===== src/hw/rtl/assert_macros.svh =====
// Assertion macros used by the parser core.
`ifndef ASSERT_MACROS_SVH
`define ASSERT_MACROS_SVH

// Same-cycle implication, disabled during reset.
`define ASSERT_IMPL(label, clk, rst_n, ante, cons) \
  label: assert property (@(posedge clk) disable iff (!rst_n) (ante) |-> (cons)) \
    else $error("assertion failed");

// Next-cycle implication, disabled during reset.
`define ASSERT_NEXT(label, clk, rst_n, ante, cons) \
  label: assert property (@(posedge clk) disable iff (!rst_n) (ante) |=> (cons)) \
    else $error("assertion failed");

`endif


===== src/hw/rtl/csvp_pkg.sv =====
// Types and constants of the CSV field parser.
`timescale 1ns / 1ps
package csvp_pkg;

  typedef enum logic [3:0] {
    MODE_NORMAL  = 4'b0001,
    MODE_QUOTED  = 4'b0010,
    MODE_ESCAPED = 4'b0100,
    MODE_COMMENT = 4'b1000
  } mode_t;

  localparam logic [1:0] KIND_CHAR = 2'd0;
  localparam logic [1:0] KIND_END  = 2'd1;
  localparam logic [1:0] KIND_EOI  = 2'd2;

  localparam logic [7:0] REG_DELIMITER = 8'd0;
  localparam logic [7:0] REG_FIELDS    = 8'd1;
  localparam logic [7:0] REG_CAPACITY  = 8'd2;

  localparam logic [7:0]  CH_QUOTE = 8'h22;
  localparam logic [7:0]  CH_HASH  = 8'h23;
  localparam logic [7:0]  CH_CR    = 8'h0D;
  localparam logic [7:0]  CH_LF    = 8'h0A;
  localparam logic [7:0]  CH_BSL   = 8'h5C;
  localparam logic [7:0]  CH_SPACE = 8'h20;
  localparam logic [7:0]  CH_COMMA = 8'h2C;

  localparam logic [15:0] CAPACITY_RST = 16'd1000;
  localparam logic [7:0]  FIELDS_RST   = 8'd1;

  typedef struct packed {
    logic [7:0]  delimiter;
    logic [7:0]  fields_per_record;
    logic [15:0] field_capacity;
  } cfg_t;

  typedef struct packed {
    mode_t       mode;
    logic [7:0]  field_index;
    logic [15:0] char_count;
    logic        skip_spaces;
    logic [31:0] records_done;
    logic        field_dropped;
    logic        finished;
  } state_t;

  typedef struct packed {
    logic [1:0]  kind;
    logic [7:0]  out_char;
    logic [7:0]  field_number;
    logic        record_end;
    logic [31:0] record_total;
    logic        overflowed;
  } res_t;

endpackage


===== src/hw/rtl/csvp_in_if.sv =====
// Input byte channel.
`timescale 1ns / 1ps
interface csvp_in_if;
  logic       valid;
  logic       ready;
  logic [7:0] in_byte;
  logic       end_of_input;

  modport source (output valid, output in_byte, output end_of_input, input ready);
  modport sink   (input valid, input in_byte, input end_of_input, output ready);
endinterface


===== src/hw/rtl/csvp_out_if.sv =====
// Result channel.
`timescale 1ns / 1ps
interface csvp_out_if;
  logic        valid;
  logic        ready;
  logic [1:0]  out_kind;
  logic [7:0]  out_char;
  logic [7:0]  field_number;
  logic        record_end;
  logic [31:0] record_total;
  logic        overflowed;

  modport source (output valid, output out_kind, output out_char, output field_number,
                  output record_end, output record_total, output overflowed, input ready);
  modport sink   (input valid, input out_kind, input out_char, input field_number,
                  input record_end, input record_total, input overflowed, output ready);
endinterface


===== src/hw/rtl/csvp_cfg_if.sv =====
// Configuration write channel.
`timescale 1ns / 1ps
interface csvp_cfg_if;
  logic        valid;
  logic        ready;
  logic [7:0]  addr;
  logic [15:0] data;

  modport source (output valid, output addr, output data, input ready);
  modport sink   (input valid, input addr, input data, output ready);
endinterface


===== src/hw/rtl/csvp_step.sv =====
// Next-state and result logic for one input byte.
`timescale 1ns / 1ps
module csvp_step (
  input  csvp_pkg::state_t cur,
  input  csvp_pkg::cfg_t   cfg,
  input  logic [7:0]       in_byte,
  input  logic             end_of_input,
  output csvp_pkg::state_t nxt,
  output logic             res_valid,
  output csvp_pkg::res_t   res
);
  import csvp_pkg::*;

  logic       do_keep;
  logic [7:0] keep_ch;
  logic       do_end;
  logic       rec_end;

  assign rec_end = ({1'b0, cur.field_index} + 9'd1) >= {1'b0, cfg.fields_per_record};

  always_comb begin
    nxt       = cur;
    res_valid = 1'b0;
    res       = '0;
    do_keep   = 1'b0;
    keep_ch   = in_byte;
    do_end    = 1'b0;

    if (!cur.finished) begin
      if (end_of_input) begin
        res_valid          = 1'b1;
        res.kind           = KIND_EOI;
        res.field_number   = cur.field_index;
        res.record_total   = cur.records_done;
        nxt.finished       = 1'b1;
      end else if (!(cur.skip_spaces && in_byte == CH_SPACE)) begin
        nxt.skip_spaces = 1'b0;
        unique case (cur.mode)
          MODE_NORMAL: begin
            priority if (in_byte == cfg.delimiter) do_end = 1'b1;
            else if (in_byte == CH_QUOTE) nxt.mode = MODE_QUOTED;
            else if (in_byte == CH_CR) ;
            else if (in_byte == CH_LF) do_end = (cur.field_index != 8'd0);
            else if (in_byte == CH_HASH && cur.field_index == 8'd0) nxt.mode = MODE_COMMENT;
            else do_keep = 1'b1;
          end
          MODE_QUOTED: begin
            priority if (in_byte == CH_QUOTE) nxt.mode = MODE_NORMAL;
            else if (in_byte == CH_CR) ;
            else if (in_byte == CH_LF) begin
              do_keep = 1'b1;
              keep_ch = CH_SPACE;
            end
            else if (in_byte == CH_BSL) nxt.mode = MODE_ESCAPED;
            else do_keep = 1'b1;
          end
          MODE_ESCAPED: begin
            priority if (in_byte == CH_QUOTE) begin
              nxt.mode = MODE_QUOTED;
              do_keep  = 1'b1;
              keep_ch  = CH_QUOTE;
            end
            else if (in_byte == CH_CR || in_byte == CH_LF) ;
            else nxt.mode = MODE_QUOTED;
          end
          MODE_COMMENT: begin
            if (in_byte == CH_LF) nxt.mode = MODE_NORMAL;
          end
          default: nxt.mode = MODE_NORMAL;
        endcase
      end
    end

    if (do_keep) begin
      if (cur.char_count < cfg.field_capacity) begin
        nxt.char_count = cur.char_count + 16'd1;
        res_valid      = 1'b1;
        res.kind       = KIND_CHAR;
        res.out_char   = keep_ch;
        res.field_number = cur.field_index;
        res.record_total = cur.records_done;
      end else begin
        nxt.field_dropped = 1'b1;
      end
    end

    if (do_end) begin
      res_valid        = 1'b1;
      res.kind         = KIND_END;
      res.field_number = cur.field_index;
      res.record_end   = rec_end;
      res.overflowed   = cur.field_dropped;
      if (rec_end) begin
        if (cur.records_done != 32'hFFFF_FFFF) nxt.records_done = cur.records_done + 32'd1;
        nxt.field_index = 8'd0;
      end else begin
        nxt.field_index = cur.field_index + 8'd1;
      end
      res.record_total  = nxt.records_done;
      nxt.char_count    = 16'd0;
      nxt.field_dropped = 1'b0;
      nxt.mode          = MODE_NORMAL;
      nxt.skip_spaces   = (cfg.delimiter == CH_SPACE);
    end
  end
endmodule


===== src/hw/rtl/csv_field_parser_core.sv =====
// Top level of the CSV field parser: state, configuration and output buffer.
// A result is registered into the output head, or into the skid entry while the head stalls.
// Throughput: one byte per cycle while input is ready; a two-entry output buffer lets one
//   result park during an output stall, and input stops only when both entries are full.
// Reset (synchronous, rst_n low): parser state cleared, registers back to
//   delimiter ',', one field per record, capacity 1000; output buffer emptied.
`timescale 1ns / 1ps
`include "assert_macros.svh"
module csv_field_parser_core (
  input logic clk,
  input logic rst_n,
  csvp_in_if.sink    in_ch,
  csvp_out_if.source out_ch,
  csvp_cfg_if.sink   cfg_ch
);
  import csvp_pkg::*;

  // configuration registers
  cfg_t   cfg_r;
  // parser state, updated at every input transfer
  state_t state_r;
  state_t state_nxt;

  // output buffer: head entry drives the port, skid entry catches a stall
  res_t   out_res_r;
  res_t   skid_res_r;
  logic   out_valid_r;
  logic   skid_valid_r;

  logic   step_valid;
  res_t   step_res;
  logic   in_fire;
  logic   out_fire;
  logic   cfg_fire;

  csvp_step u_step (
    .cur          (state_r),
    .cfg          (cfg_r),
    .in_byte      (in_ch.in_byte),
    .end_of_input (in_ch.end_of_input),
    .nxt          (state_nxt),
    .res_valid    (step_valid),
    .res          (step_res)
  );

  // input stops only while the skid entry is occupied
  assign in_ch.ready  = !skid_valid_r;
  assign in_fire      = in_ch.valid && in_ch.ready;
  assign out_fire     = out_valid_r && out_ch.ready;
  assign cfg_ch.ready = 1'b1;
  assign cfg_fire     = cfg_ch.valid && cfg_ch.ready;

  // configuration writes; indexes past the list are dropped
  always_ff @(posedge clk) begin
    if (!rst_n) begin
      cfg_r.delimiter         <= CH_COMMA;
      cfg_r.fields_per_record <= FIELDS_RST;
      cfg_r.field_capacity    <= CAPACITY_RST;
    end else if (cfg_fire) begin
      unique case (cfg_ch.addr)
        REG_DELIMITER: cfg_r.delimiter         <= cfg_ch.data[7:0];
        REG_FIELDS:    cfg_r.fields_per_record <= cfg_ch.data[7:0];
        REG_CAPACITY:  cfg_r.field_capacity    <= cfg_ch.data;
        default: ;
      endcase
    end
  end

  always_ff @(posedge clk) begin
    if (!rst_n) begin
      state_r.mode          <= MODE_NORMAL;
      state_r.field_index   <= 8'd0;
      state_r.char_count    <= 16'd0;
      state_r.skip_spaces   <= 1'b0;
      state_r.records_done  <= 32'd0;
      state_r.field_dropped <= 1'b0;
      state_r.finished      <= 1'b0;
    end else if (in_fire) begin
      state_r <= state_nxt;
    end
  end

  // output buffer control
  always_ff @(posedge clk) begin
    if (!rst_n) begin
      out_valid_r  <= 1'b0;
      skid_valid_r <= 1'b0;
    end else if (!out_valid_r || out_fire) begin
      // head is free this cycle: refill from skid first, else from the step
      if (skid_valid_r) begin
        out_valid_r  <= 1'b1;
        skid_valid_r <= 1'b0;
      end else begin
        out_valid_r <= in_fire && step_valid;
      end
    end else if (in_fire && step_valid) begin
      // head stalled: park the new result
      skid_valid_r <= 1'b1;
    end
  end

  always_ff @(posedge clk) begin
    if (!out_valid_r || out_fire) begin
      if (skid_valid_r) out_res_r <= skid_res_r;
      else if (in_fire && step_valid) out_res_r <= step_res;
    end else if (in_fire && step_valid) begin
      skid_res_r <= step_res;
    end
  end

  assign out_ch.valid        = out_valid_r;
  assign out_ch.out_kind     = out_res_r.kind;
  assign out_ch.out_char     = out_res_r.out_char;
  assign out_ch.field_number = out_res_r.field_number;
  assign out_ch.record_end   = out_res_r.record_end;
  assign out_ch.record_total = out_res_r.record_total;
  assign out_ch.overflowed   = out_res_r.overflowed;

  // skid entry is never filled while the head is empty
  `ASSERT_IMPL(a_skid_has_head, clk, rst_n, skid_valid_r, out_valid_r)
  // a stalled result stays put
  `ASSERT_NEXT(a_head_holds, clk, rst_n, out_valid_r && !out_ch.ready,
               out_valid_r && $stable(out_res_r))
  // end of input is sticky until reset
  `ASSERT_NEXT(a_finished_sticks, clk, rst_n, state_r.finished, state_r.finished)
  // record count never goes back
  `ASSERT_NEXT(a_records_monotonic, clk, rst_n, 1'b1,
               state_r.records_done >= $past(state_r.records_done))
endmodule


===== src/flat_wrapper.sv =====
// flat-port wrapper written by rule: the top's interface ports become plain ports
module csv_field_parser_core_flat import csvp_pkg::*;
  (clk, rst_n, in_ch_valid, in_ch_in_byte, in_ch_end_of_input, in_ch_ready, out_ch_valid, out_ch_out_kind, out_ch_out_char, out_ch_field_number, out_ch_record_end, out_ch_record_total, out_ch_overflowed, out_ch_ready, cfg_ch_valid, cfg_ch_addr, cfg_ch_data, cfg_ch_ready);
  csvp_in_if in_ch_i ();
  csvp_out_if out_ch_i ();
  csvp_cfg_if cfg_ch_i ();
  input logic clk;
  input logic rst_n;
  input wire logic [$bits(in_ch_i.valid)-1:0] in_ch_valid;
  input wire logic [$bits(in_ch_i.in_byte)-1:0] in_ch_in_byte;
  input wire logic [$bits(in_ch_i.end_of_input)-1:0] in_ch_end_of_input;
  output wire logic [$bits(in_ch_i.ready)-1:0] in_ch_ready;
  output wire logic [$bits(out_ch_i.valid)-1:0] out_ch_valid;
  output wire logic [$bits(out_ch_i.out_kind)-1:0] out_ch_out_kind;
  output wire logic [$bits(out_ch_i.out_char)-1:0] out_ch_out_char;
  output wire logic [$bits(out_ch_i.field_number)-1:0] out_ch_field_number;
  output wire logic [$bits(out_ch_i.record_end)-1:0] out_ch_record_end;
  output wire logic [$bits(out_ch_i.record_total)-1:0] out_ch_record_total;
  output wire logic [$bits(out_ch_i.overflowed)-1:0] out_ch_overflowed;
  input wire logic [$bits(out_ch_i.ready)-1:0] out_ch_ready;
  input wire logic [$bits(cfg_ch_i.valid)-1:0] cfg_ch_valid;
  input wire logic [$bits(cfg_ch_i.addr)-1:0] cfg_ch_addr;
  input wire logic [$bits(cfg_ch_i.data)-1:0] cfg_ch_data;
  output wire logic [$bits(cfg_ch_i.ready)-1:0] cfg_ch_ready;
  assign in_ch_i.valid = in_ch_valid;
  assign in_ch_i.in_byte = in_ch_in_byte;
  assign in_ch_i.end_of_input = in_ch_end_of_input;
  assign in_ch_ready = in_ch_i.ready;
  assign out_ch_valid = out_ch_i.valid;
  assign out_ch_out_kind = out_ch_i.out_kind;
  assign out_ch_out_char = out_ch_i.out_char;
  assign out_ch_field_number = out_ch_i.field_number;
  assign out_ch_record_end = out_ch_i.record_end;
  assign out_ch_record_total = out_ch_i.record_total;
  assign out_ch_overflowed = out_ch_i.overflowed;
  assign out_ch_i.ready = out_ch_ready;
  assign cfg_ch_i.valid = cfg_ch_valid;
  assign cfg_ch_i.addr = cfg_ch_addr;
  assign cfg_ch_i.data = cfg_ch_data;
  assign cfg_ch_ready = cfg_ch_i.ready;
  csv_field_parser_core u_core (.clk(clk), .rst_n(rst_n), .in_ch(in_ch_i), .out_ch(out_ch_i), .cfg_ch(cfg_ch_i));
endmodule

===== config.mk =====
export PLATFORM = sky130hd
export DESIGN_NAME = csv_field_parser_core_flat
export DESIGN_NICKNAME = d
export VERILOG_FILES = /design/src/hw/rtl/csvp_pkg.sv /design/src/hw/rtl/csvp_in_if.sv /design/src/hw/rtl/csvp_out_if.sv /design/src/hw/rtl/csvp_cfg_if.sv /design/src/hw/rtl/csvp_step.sv /design/src/hw/rtl/csv_field_parser_core.sv /design/src/flat_wrapper.sv
export VERILOG_INCLUDE_DIRS = /design/src /design/src/hw/rtl
export SDC_FILE = /design/constraint.sdc
export NUM_CORES = 1
export LEC_CHECK = 0
export ABC_CLOCK_PERIOD_IN_PS = 18570
export BUFFER_PORTS_ARGS = -buffer_cell sky130_fd_sc_hd__buf_2
export CORE_MARGIN = 2
export CORE_UTILIZATION = 30
export CTS_CLUSTER_SIZE = 30
export DETAILED_ROUTE_END_ITERATION = 10
export PLACE_DENSITY = 0.46
export RECOVER_POWER = 100
export REMOVE_ABC_BUFFERS = 1
export SETUP_SLACK_MARGIN = 0.05
export SLEW_MARGIN = 15
export SYNTH_ARGS = -nofsm -noshare
export SYNTH_HDL_FRONTEND = slang
export SYNTH_SLANG_ARGS = --single-unit

===== constraint.sdc =====
create_clock -name clk -period 18.57 [get_ports clk]
set_input_delay 1.857 -clock clk [delete_from_list [all_inputs] [get_ports clk]]
set_output_delay 1.857 -clock clk [all_outputs]
set_load 0.02 [all_outputs]

==> summary.md <==
| Metric | Value |
|---|---|
| Total wire length | 25990 um |
| Number of flops mapped to enable cells by yosys | 104 |
| CTS Buf Count | 26 |
| Syn_area_per_cell | 9.689 um2 |
| Period utilisation layout | 0.4336 |
| Root Buffer | clkbuf_16 |
| DRC errors left | 0 |
| Most common flop cell mapped by yosys | edfxtp_1 |
| Slew HR | -0.8499 |
| Hold Slack | 0.4619 ns |
| Failing checks | capacitance limit, slew limit |
| Die width | 187.1 um |
| PortBufs | 91 |
| Post-place setup slack | 12.93 ns |
| Outcome | finished, violations left |
| Gate Count Post-Synth | 1038 |
| Pwr/cell area | 87.39 nW/um2 |
| Largest fanout on the critical path | 48 |
| Area growth syn-to-layout | 15.96% |
| Post-DP HPWL | 17740 um |
| Setup bufs post-CTS | 0 |
| Worst skew pair latency | 0.53 ns |
| Combinational family with the most area after synthesis | simple AND/OR/NAND/NOR gates |
| MaxCap Viol Count | 4 |
| Peak VDD IR | 0.00006727 V |
| Mux contribution to synthesized area | 0.03969 |
| Clock Pin Slew Worst Setup and Hold Paths | 0.06 ns |
| Placed cell count | 1530 |
| Core area | 33280 um2 |
| Initial DRC count | 469 |
| Fill cell total of the finished layout | 3530 |
| Synth unique cells | 65 |
| Largest net degree at the start of global routing | 67 |
| Mapped cell area | 10060 um2 |
| DRT Pass-1 Iters | 5 |
| Post-synthesis simple-gate area fraction | 0.2078 |
| RSZ-0062 raised after global routing | false |
| H-tree depth | 1 |
| Sink Count | 201 |
| Crit Path Class | in -> reg |
| Critical Path End Type | flop |
| Non-filler cells, final | 1578 |
| Total power | 1.019 mW |
| Synth Area in Compound Gates | 0.1431 |
| Setup TNS | 0 ns |
| Final setup vio count | 0 |
| Drt wl/cell | 16.47 um |
| Vias per std cell | 4.988 |
| GP Congestion | 0.7806 |
| Antenna cells | 0 |
| Die Ht | 187.1 um |
| Die ar. | 35000 um2 |
| Sequential fraction of the synthesis area | 0.5036 |
| First-pass GRT wire length | 42040 um |
| Setup crit start kind | primary input |
| Final Slew Violations | 188 |
| Async SR Flop Fraction | 0 |
| Clock skew | 0.01328 ns |
| Initial Util | 0.3022 |
| Nets@finish | 1175 |
| Data arrival, critical path | 8.41 ns |
| FP Rows | 67 |
| Synth Area in Adders | 0.03359 |
| # hold bufs at CTS | 0 |
| Post-CTS Resized | 0 |
| Critical Path RT | 18.93 ns |
| Vias in the first global route | 7745 |
| Detail Route Antenna Nets | 0 |
| Synthesis Warnings | 0 |
| Io pins | 93 |
| Worst Tran Pin Value | 2.775 ns |
| Final setup margin | 10.52 ns |
| Register bit total from synthesis | 201 |
| Number of hold violations in the final report | 0 |
| CTS tree | built |
| All-Layer GR Usage | 0.1466 |
| Antenna violations before repair | 0 |
| Routed vias | 7871 |
| Clk buf depth | 3 |
| HP Class | reg -> reg |
| XOR/XNOR Fraction of Synth Area | 0.03483 |
| Grt ovf | 0 |
| Layout cell share with drive strength beyond 1 | 0.1097 |
| Period minus WS final | 8.052 ns |
| Leak | 4.125 nW |
| Highest clock rate | 124.2 MHz |
-- through the flow --
step	cell area, um2	util
finish	11660	0.3504
global route	11660	0.3504
CTS	11780	0.3539
detailed placement	10950	0.3290
global placement	10950	0.3290
floorplan	9827	-
-- critical path, cell delays in order --
cell and delay [ns]:
clkbuf_1 0.17, nor4b_1 0.95, a311oi_1 0.29, nand3_1 0.14
clkbuf_1 1.56, clkinv_1 1.52, nand3_1 0.38, clkbuf_1 1.02
o21ai_0 0.25, nand2_1 0.14, o21ai_0 0.08
-- area by class of cell --
class / count / area, um2 / share of cell area
Sequential cell: 201 / 5065 / 0.4343
Multi-Input combinational cell: 741 / 4621 / 0.3962
Clock buffer: 34 / 732.0 / 0.06276
Tap cell: 448 / 560.5 / 0.04806
Timing Repair Buffer: 102 / 445.4 / 0.03819
Inverter: 38 / 142.6 / 0.01223
Clock inverter: 14 / 96.34 / 0.008261
-- state kept, by name (all words and copies together) (netlist names) --
| signal | cells |
|---|---|
| u_core.skid_valid_r | 1 |
| u_core.out_ch.overflowed | 1 |
| u_core.out_ch.out_kind | 2 |
| u_core.out_ch.field_number | 8 |
| u_core.out_ch.record_end | 1 |
| u_core.out_ch.record_total | 32 |
| u_core.out_ch.valid | 1 |
| u_core.skid_res_r | 52 |
| u_core.state_r | 63 |
| u_core.cfg_r | 32 |
| u_core.out_ch.out_char | 8 |
-- cell families (layout without fill, tap and decap cells) --
family	Yosys count	count (layout)
buf+inv	96	188
flops	201	201
simple gates	417	417
xor+xnor	40	40
compound gates	220	220
fa+ha+maj	27	27
other cells	1	1
mux	36	36
-- where the power goes --
group | internal [mW] | switching, mW | total, mW
Clock | 0.290 | 0.195 | 0.485
Sequential | 0.477 | 0.00363 | 0.481
Combinational | 0.0143 | 0.0392 | 0.0535
Total | 0.781 | 0.238 | 1.02
-- path summary, 6_finish.rpt --
check                     start                end  slack [ns]  cells past startpoint
min reg2reg    u_core.cfg_r[21]   u_core.cfg_r[21]        0.46                      2
max            in_ch_in_byte[2]  u_core.state_r[3]       10.52                     11
min            u_core.cfg_r[21]   u_core.cfg_r[21]        0.46                      2
max reg2reg  u_core.state_r[51]  u_core.state_r[3]       11.87                     13
-- placed cells by master, fill, tap and decap left out, types with 8 or more instances in the layout --
cell type,Yosys,routed
xnor2_1,25,25
nand4_1,28,28
nor3_1,23,23
and3_1,12,12
ha_1,27,27
a31oi_1,24,24
nand2_1,164,164
clkbuf_1,49,66
xor2_1,15,15
and2_1,25,10
and2_0,1,16
mux2_2,31,30
o31ai_1,17,17
inv_1,37,36
a21boi_0,25,25
or3_1,11,11
nor4b_1,9,10
nor2_1,50,50
nand3_1,38,38
o211ai_1,8,8
a21oi_1,38,38
o21ai_0,49,53
clkbuf_16,0,27
clkinv_2,0,10
nor4_1,11,11
buf_2,7,35
dfxtp_1,97,97
nor2b_1,14,14
edfxtp_1,104,104
-- synth_stat cells, drive strengths merged, types with 8 or more instances --
cell type	count	share of area
o211ai	8	0.0060
or3	12	0.0080
and3	12	0.0075
mux2	31	0.035
nor3	24	0.012
edfxtp	104	0.31
nor2b	14	0.0087
nand4	28	0.017
xnor2	25	0.022
o31ai	17	0.013
nor4	11	0.0068
and2	26	0.016
nor4b	11	0.011
dfxtp	97	0.19
a21boi	25	0.019
clkbuf	49	0.018
nand2	164	0.061
a31oi	24	0.015
inv	37	0.014
xor2	15	0.013
ha	27	0.034
nand3	38	0.019
buf	9	0.0046
o21ai	55	0.027
nor2	50	0.019
a21oi	39	0.020
-- layer usage --
layer / part of all wire / track usage / up-vias
met3: 0.033 / 0.01970 / 34
met2: 0.47 / 0.2471 / 130
met1: 0.48 / 0.2004 / 3776
met4: 0.020 / 0.03205 / 0
met5: 0 / 0 / -
li1: - / - / 3931
Power figures use the tool's default switching activity.
